==> src/rtl/core/ftnspe_pkg.sv <==
`default_nettype none

package ftnspe_pkg;

  localparam int NIB_W    = 4;
  localparam int SAMPLE_W = 8;
  localparam int ACC_W    = 16;

  // one tick of the serial nibble interface
  typedef struct packed {
    logic [NIB_W-1:0] x_nibble_in;
    logic [NIB_W-1:0] y_nibble_in;
    logic             ready_req;
  } in_word_t;

  // what the tap drives out on that tick
  typedef struct packed {
    logic [NIB_W-1:0] x_nibble_out;
    logic [NIB_W-1:0] y_nibble_out;
    logic             valid_res;
  } out_word_t;

  // coefficient register write
  typedef struct packed {
    logic                we;
    logic [SAMPLE_W-1:0] data;
  } cfg_wr_t;

endpackage

`default_nettype wire

==> src/rtl/core/ftnspe_tap.sv <==
`default_nettype none

module ftnspe_tap (
  input  wire logic                  clk,
  input  wire logic                  rst_n,
  input  wire ftnspe_pkg::cfg_wr_t   cfg,
  input  wire logic                  accept,
  input  wire ftnspe_pkg::in_word_t  in_word,
  output ftnspe_pkg::out_word_t      res_word
);
  import ftnspe_pkg::*;

  typedef enum logic [2:0] {
    PH_LO   = 3'd0,
    PH_HI   = 3'd1,
    PH_MUL  = 3'd2,
    PH_TOP  = 3'd3,
    PH_WAIT = 3'd4
  } phase_t;

  phase_t              phase_r;
  logic [SAMPLE_W-1:0] coef_r;
  logic [SAMPLE_W-1:0] sample_new_r;
  logic [SAMPLE_W-1:0] sample_dly_r;
  logic [ACC_W-1:0]    partial_r;
  logic [ACC_W-1:0]    product_r;
  logic [ACC_W-1:0]    acc_r;
  logic [ACC_W-1:0]    product_nxt;
  logic [ACC_W-1:0]    acc_nxt;

  assign product_nxt = ACC_W'(sample_new_r) * ACC_W'(coef_r);
  assign acc_nxt     = product_r + partial_r;

  // state and coefficient
  always_ff @(posedge clk) begin
    if (!rst_n) begin
      phase_r      <= PH_WAIT;
      coef_r       <= '0;
      sample_new_r <= '0;
      sample_dly_r <= '0;
      partial_r    <= '0;
      product_r    <= '0;
      acc_r        <= '0;
    end else begin
      if (cfg.we) begin
        coef_r <= cfg.data;
      end
      if (accept) begin
        unique case (phase_r)
          PH_LO: begin
            partial_r    <= ACC_W'(in_word.y_nibble_in);
            sample_new_r <= SAMPLE_W'(in_word.x_nibble_in);
            phase_r      <= PH_HI;
          end
          PH_HI: begin
            partial_r[7:4]    <= partial_r[7:4] | in_word.y_nibble_in;
            sample_new_r[7:4] <= sample_new_r[7:4] | in_word.x_nibble_in;
            phase_r           <= PH_MUL;
          end
          PH_MUL: begin
            partial_r[11:8] <= partial_r[11:8] | in_word.y_nibble_in;
            product_r       <= product_nxt;
            phase_r         <= PH_TOP;
          end
          PH_TOP: begin
            partial_r[15:12] <= partial_r[15:12] | in_word.y_nibble_in;
            phase_r          <= PH_WAIT;
          end
          default: begin
            // wait phase: shift the sample delay and accumulate
            sample_dly_r <= sample_new_r;
            acc_r        <= acc_nxt;
            phase_r      <= in_word.ready_req ? PH_LO : PH_WAIT;
          end
        endcase
      end
    end
  end

  // serial output for the current tick
  always_comb begin
    res_word = '0;
    unique case (phase_r)
      PH_LO: begin
        res_word.x_nibble_out = sample_dly_r[3:0];
        res_word.y_nibble_out = acc_r[3:0];
      end
      PH_HI: begin
        res_word.x_nibble_out = sample_dly_r[7:4];
        res_word.y_nibble_out = acc_r[7:4];
      end
      PH_MUL: res_word.y_nibble_out = acc_r[11:8];
      PH_TOP: res_word.y_nibble_out = acc_r[15:12];
      default: res_word.valid_res = 1'b1;
    endcase
  end

endmodule

`default_nettype wire

==> src/rtl/core/fir_tap_nibble_serial_pe_unit.sv <==
`default_nettype none

// channel   | direction | handshake          | word
// ----------+-----------+--------------------+------------------------------------
// in_       | input     | in_valid/in_stall  | x nibble, y nibble, ready request
// out_      | output    | out_valid/out_stall| x nibble, y nibble, valid flag
// cfg_      | input     | cfg_we             | 8-bit tap coefficient
//
// one word in, one word out; a word can be taken every cycle while in_stall is low
// the tap state updates and the result word is registered, in the output register
// or the skid entry, at the edge that accepts the input word
// a two-entry output buffer lets one more word in while out_stall holds a result;
// in_stall rises only when both entries are full
// rst_n is synchronous: wait phase, all state and coefficient clear, buffer empties

module fir_tap_nibble_serial_pe_unit (
  input  wire logic                       clk,
  input  wire logic                       rst_n,
  input  wire logic                       in_valid,
  output logic                            in_stall,
  input  wire ftnspe_pkg::in_word_t       in_word,
  output logic                            out_valid,
  input  wire logic                       out_stall,
  output ftnspe_pkg::out_word_t           out_word,
  input  wire logic                       cfg_we,
  input  wire logic [ftnspe_pkg::SAMPLE_W-1:0] cfg_wdata
);
  import ftnspe_pkg::*;

  cfg_wr_t   cfg;
  out_word_t res_word;
  logic      in_take;
  logic      out_free;

  // output register and its skid entry
  logic      out_valid_r;
  out_word_t out_word_r;
  logic      skid_valid_r;
  out_word_t skid_word_r;

  assign cfg.we   = cfg_we;
  assign cfg.data = cfg_wdata;

  assign in_stall = skid_valid_r;
  assign in_take  = in_valid && !skid_valid_r;
  // output register can load this cycle
  assign out_free = !out_valid_r || !out_stall;

  ftnspe_tap u_tap (
    .clk      (clk),
    .rst_n    (rst_n),
    .cfg      (cfg),
    .accept   (in_take),
    .in_word  (in_word),
    .res_word (res_word)
  );

  always_ff @(posedge clk) begin
    if (!rst_n) begin
      out_valid_r  <= 1'b0;
      skid_valid_r <= 1'b0;
    end else if (out_free) begin
      // skid entry drains first; it is never loaded in the same cycle
      out_valid_r  <= skid_valid_r || in_take;
      skid_valid_r <= 1'b0;
    end else if (in_take) begin
      skid_valid_r <= 1'b1;
    end
  end

  always_ff @(posedge clk) begin
    if (out_free) begin
      out_word_r <= skid_valid_r ? skid_word_r : res_word;
    end else if (in_take) begin
      skid_word_r <= res_word;
    end
  end

  assign out_valid = out_valid_r;
  assign out_word  = out_word_r;

  // skid entry only holds a word behind a full output register
  a_skid_behind_out : assert property (@(posedge clk) disable iff (!rst_n)
    skid_valid_r |-> out_valid_r)
    else $error("skid entry full with empty output register");

  // a word taken while the output is held lands in the skid entry
  a_take_to_skid : assert property (@(posedge clk) disable iff (!rst_n)
    (out_valid_r && out_stall && in_take) |=> skid_valid_r)
    else $error("accepted word lost while output held");

  // wait-phase words carry no nibbles
  a_wait_quiet : assert property (@(posedge clk) disable iff (!rst_n)
    (out_valid_r && out_word_r.valid_res) |->
      (out_word_r.x_nibble_out == '0 && out_word_r.y_nibble_out == '0))
    else $error("nibbles driven during wait phase");

endmodule

`default_nettype wire
==> config.mk <==
export PLATFORM = sky130hd
export DESIGN_NAME = fir_tap_nibble_serial_pe_unit
export DESIGN_NICKNAME = d
export VERILOG_FILES = /design/src/rtl/core/ftnspe_pkg.sv /design/src/rtl/core/ftnspe_tap.sv /design/src/rtl/core/fir_tap_nibble_serial_pe_unit.sv
export SDC_FILE = /design/constraint.sdc
export NUM_CORES = 1
export LEC_CHECK = 0
export BUFFER_PORTS_ARGS = -buffer_cell sky130_fd_sc_hd__buf_2
export CORE_MARGIN = 5
export CORE_UTILIZATION = 60
export DETAILED_ROUTE_END_ITERATION = 10
export PLACE_DENSITY = 0.86
export SETUP_SLACK_MARGIN = 0.05
export SYNTH_ARGS = -nofsm -noshare
export SYNTH_HDL_FRONTEND = slang
export SYNTH_SLANG_ARGS = --single-unit
==> constraint.sdc <==
create_clock -name clk -period 11.4 [get_ports clk]
set_input_delay 0.57 -clock clk [delete_from_list [all_inputs] [get_ports clk]]
set_output_delay 0.57 -clock clk [all_outputs]
set_load 0.02 [all_outputs]
# [Word level (Yosys, flattened, before mapping)]
# Index checks and enable logic that the tools add are counted.
# Widths: inputs -> output; s select.
[word_totals] ram_bits=0 romBits=0 input_bits=22 n_memories=0 latch_bits=0 regBits=95
[classes] reduce_logical=19 n_div=0 shift=0 n_eq_ne=3 mul=1 n_bitwise=7 add_sub_neg=1 magnitude_cmp=0 n_mux=10
[op_table] cell="$pmux 4 s2" count=5
[op_table] cell="$add 16x16->16" count=1
[op_table] cell="$mul 8x8->16" count=1
[op_table] cell="$or 4x4->4" count=4
[op_table] cell="$pmux 4 s4" count=1
[op_table] cell="$reduce_and 2->1" count=7
[op_table] cell="$pmux 3 s4" count=1
[op_table] cell="$mux 9" count=1
[op_table] cell="$eq 3x2->1 const B" count=2
[op_table] cell="$reduce_bool 2->1" count=3
[op_table] cell="$reduce_or 4->1" count=1
[op_table] cell="$eq 3x1->1 const B" count=1
[op_table] cell="$logic_not 1->1" count=3
[op_table] cell="$logic_not 3->1" count=1
[op_table] cell="$mux 3" count=1
[op_table] cell="$not 1->1" count=3
[op_table] cell="$logic_or 1x1->1" count=2
[op_table] cell="$reduce_or 2->1" count=1
[op_table] cell="$logic_and 1x1->1" count=1
[op_table] cell="$mux 1" count=1

# [Depth between registers and ports, before layout]
[depth] depth_word=4 mapped_depth=17 ltp_nobuf=16

# [By module]
# A second synthesis with hierarchy kept.
[unflattened] hier_cells=706 area_unflattened_um2=6516.2
[modules_own_cells] module="ftnspe_tap" cells_each=670 n_inst=1 area_per_inst_um2=5746.8
[modules_own_cells] module="fir_tap_nibble_serial_pe_unit" cells_each=36 n_inst=1 area_per_inst_um2=769.5

# [Worst setup path after synthesis]
# OpenSTA, ideal clock, no wires.
[synth_timing] kind="register -> register" start="register u_tap.sample_new_r[5]" end="register u_tap.product_r[15]" stages_incl_launch_ff=17 path_slack_ns=7.432 arrival_ns=3.846 t_required_ns=11.278 period_less_slack_ns=3.968 path_buffers=1 cell_sequence="dfxtp_1 -> clkbuf_1 -> nand2_1 -> fa_1 -> fa_1 -> inv_1 -> fa_1 -> inv_1 -> fa_1 -> inv_1 -> ha_1 -> o21a_1 -> o31ai_2 -> a21oi_1 -> a221oi_2 -> xnor2_1 -> a21oi_1"
[synth_between] elab_chain_cells=1
[synth_rtl] item="from (decl)" line="ftnspe_tap.sv:23" source="logic [SAMPLE_W-1:0] sample_new_r;"
[synth_rtl] item="from (signal assigned)" line="ftnspe_tap.sv:52" source="sample_new_r <= SAMPLE_W'(in_word.x_nibble_in);"
[synth_rtl] item="from (signal assigned)" line="ftnspe_tap.sv:57" source="sample_new_r[7:4] <= sample_new_r[7:4] | in_word.x_nibble_in;"
[synth_rtl] item="$mul 8x8->16" line="ftnspe_tap.sv:31" source="assign product_nxt = ACC_W'(sample_new_r) * ACC_W'(coef_r);"
[synth_rtl] item="to (signal assigned)" line="ftnspe_tap.sv:62" source="product_r <= product_nxt;"
[synth_rtl] item="to (decl)" line="ftnspe_tap.sv:26" source="logic [ACC_W-1:0] product_r;"
# No other way between the ends.
# A chain may end at the register's enable or synchronous reset.

# [Final worst setup path]
[layout_timing] start="register u_tap.sample_new_r[4]" end="register u_tap.product_r[15]"
# The elaborated chain is that of the path after synthesis.

==> results_dict.tcl <==
set metrics [dict create \
    nets 821 \
    finalWirelength_um 14040 \
    clkSinkCount 95 \
    grt_pass1_vias 5087 \
    io_pins 33 \
    area_delta_synth_final_pct 6.024 \
    crit_arrival_ps 4500 \
    seq_area_um2 2082 \
    wl_per_cell_um 16.40 \
    dpl_worst_slack_ps 7180 \
    crit_required_ps 11650 \
    final_common_cell "nand2_1" \
    hold_depth 3 \
    diodes 0 \
    grt-ovfl-total 0 \
    min_to "u_tap.coef_r[5]$_SDFFE_PN0P_" \
    crit_type "reg2reg" \
    reg2reg_to "u_tap.product_r[15]$_SDFFE_PN0P_" \
    ys_seq_area_share_pct 32.02 \
    synth.avg_cell_area_um2 9.314 \
    setup.worst_path.start "u_tap.sample_new_r[4]$_SDFFE_PN0P_" \
    initial_utilization_pct 60.50 \
    io_buffers 32 \
    syn_inst 698 \
    synth-main-ff-cell "dfxtp_1" \
    fill_cells 888 \
    grt_use_total_pct 22.68 \
    cts_setup_buffers 0 \
    rr_worst_depth 15 \
    outcome "finished clean" \
    htreeDepth 3 \
    setup_viol 0 \
    root_buffer "clkbuf_8" \
    fmax_mhz 235.7 \
    die_y_um 114.1 \
    cp-end-kind "flip-flop" \
    drcViolationCount 0 \
    r2r_start "u_tap.sample_new_r[4]$_SDFFE_PN0P_" \
    layout_common_cells "79 x nand2_1, 77 x dfxtp_1, 59 x inv_1, 57 x and2_1, 51 x ha_1" \
    ir_drop_mv 0.07036 \
    cts_tree "done" \
    placementRows 38 \
    synth_edf_count 18 \
    core_um2 10750 \
    period_share_pct 37.22 \
    finalCriticalPeriod_ps 4243 \
    dp.final_hpwl_um 10630 \
    rsz0062_at_grt "false" \
    cts-resized-gates 0 \
    startpoint_type "flip-flop" \
    vias_per_cell 5.765 \
    gp_congestion 0.9046 \
    holdBufCountCts 0 \
    fin_setup_tns_ps 0 \
    antenna_found_initial 0 \
    die_x_um 114.1 \
    first_iter_violations 362 \
    clock_latency_ps 390 \
    maxSlewHeadroom_pct 39.12 \
    ys_ff_latch 95 \
    finalMaxSlewViolations 0 \
    grt_max_degree 69 \
    multiInputGateArea_um2 4068 \
    regToRegSetupSlack_ps 7160 \
    syn_area_um2 6501 \
    via_count 4935 \
    min_path_type "in2reg" \
    power_density_nw_per_um2 90.95 \
    firstDrtPassIters 5 \
    fin_ws_ps 7157 \
    numCtsBuffers 9 \
    synth.distinct_cells 56 \
    leakage_uw 0.002966 \
    min_from "cfg_wdata[5]" \
    drive_gt1_share_pct 10.47 \
    synth_fp_nets 808 \
    drv_cap 0 \
    synthArstFlopShare_pct 0 \
    die_area_um2 13020 \
    clk_path_buf_depth 2 \
    grt_pass1_wl_um 23720 \
    antenna_left 0 \
    tightest_slew_ps 911.1 \
    cts.reportedPaths.clkPinSlew_ps 100 \
    path_max_fanout 10 \
    finalClockSkew_ps 14.89 \
    hold_ws_ps 444.0 \
    yosysWarnings 0 \
    hold_viol 0 \
]
==> registers in the layout (all words and copies together) (netlist names) <==
| name | flops |
|---|---|
| in_stall | 1 |
| out_valid | 1 |
| out_word | 9 |
| skid_word_r | 9 |
| u_tap.acc_r | 16 |
| u_tap.coef_r | 8 |
| u_tap.partial_r | 16 |
| u_tap.phase_r | 3 |
| u_tap.product_r | 16 |
| u_tap.sample_dly_r | 8 |
| u_tap.sample_new_r | 8 |
==> metal layers <==
metal	GRT usage [%]	vias to the layer above	part of all wire, %	routed length, µm
li1	-	2365	-	-
met3	4.228	35	5.6	788
met5	0	-	0	0
met4	8.155	0	2.3	328
met1	29.39	2389	44	6136
met2	38.02	146	48	6781
==> synthesized netlist by cell type, drive strengths merged (2+ instances only) <==
library cell   n  area, µm²
fa            37      740.7
and2          57      356.6
edfxtp        18      540.5
a21boi        20      150.2
mux2          12      135.1
nor2          30      112.6
or2            2      12.52
o31ai          6      63.81
a21o           3      22.52
nor3           9      61.31
nand3         17      85.08
a2111oi        2      30.03
and4           2      17.52
nand2b         4      25.02
buf           13      65.07
ha            51      638.1
dfxtp         77       1541
o21a           5      38.79
a31oi          4      25.02
xnor2         11      96.34
a21oi         37      196.4
o211a          2      20.02
and3           5      31.28
xor2          10      87.58
a211oi         4      30.03
o21ai         32      160.1
clkbuf        19      71.32
inv           59      221.5
mux2i         20      200.2
nand2         79      296.5
o211ai         8      60.06
mux4           4      90.09
nor2b         29      188.9
==> worst max-delay path by stage <==
stage,to,cells past startpoint
after floorplan,u_tap.product_r[15]$_SDFFE_PN0P_,16
after global placement,u_tap.product_r[15]$_SDFFE_PN0P_,15
after detailed placement,u_tap.product_r[15]$_SDFFE_PN0P_,15
after CTS,u_tap.product_r[15]$_SDFFE_PN0P_,15
after global routing,u_tap.product_r[15]$_SDFFE_PN0P_,15
final,u_tap.product_r[15]$_SDFFE_PN0P_,15
==> critical path: stages, from the launching register on <==
cell	delay (ps)
dfxtp_1	550
nand2_1	130
fa_1	500
fa_1	550
inv_1	50
fa_1	470
inv_1	40
fa_1	470
inv_1	40
ha_1	310
o21a_1	140
o31ai_2	80
a21oi_1	400
a221oi_2	120
xnor2_1	180
a21oi_1	80
==> cell type report <==
| cell class | instances | share of cell area (%) |
|---|---|---|
| tap | 140 | 2.541 |
| inverter | 59 | 3.213 |
| clock buffer | 10 | 1.852 |
| sequential | 95 | 30.21 |
| clock inverter | 6 | 0.6353 |
| timing repair buffer | 34 | 2.541 |
| multi-input combinational | 512 | 59.01 |
==> power by group <==
| part | switching (µW) | total (µW) | internal, µW | leakage, µW |
|---|---|---|---|---|
| clock network | 126 | 206 | 80.3 | 0.0000832 |
| logic | 34.8 | 57.3 | 22.4 | 0.00208 |
| registers | 12.3 | 363 | 351 | 0.000799 |
==> metrics by stage <==
stage / power (µW) / utilization (%) / std cells / cell area (µm²)
detailed placement: 427.3 / 62.55 / 840 / 6721
finish: 626.9 / 64.15 / 856 / 6893
global route: 648.6 / 64.15 / 856 / 6893
floorplan: 407.6 / - / 698 / 6501
global placement: 424.7 / 62.55 / 840 / 6721
CTS: 629.4 / 64.15 / 856 / 6893
==> kinds of logic after synthesis <==
family,count (synthesis),synth area share [%]
compound gates,127,12.91
xor+xnor,21,2.829
fa+ha+maj,88,21.21
buf+inv,91,5.504
flops,95,32.02
mux,36,6.544
simple gates,240,18.98
(Power assumes the default switching activity.)
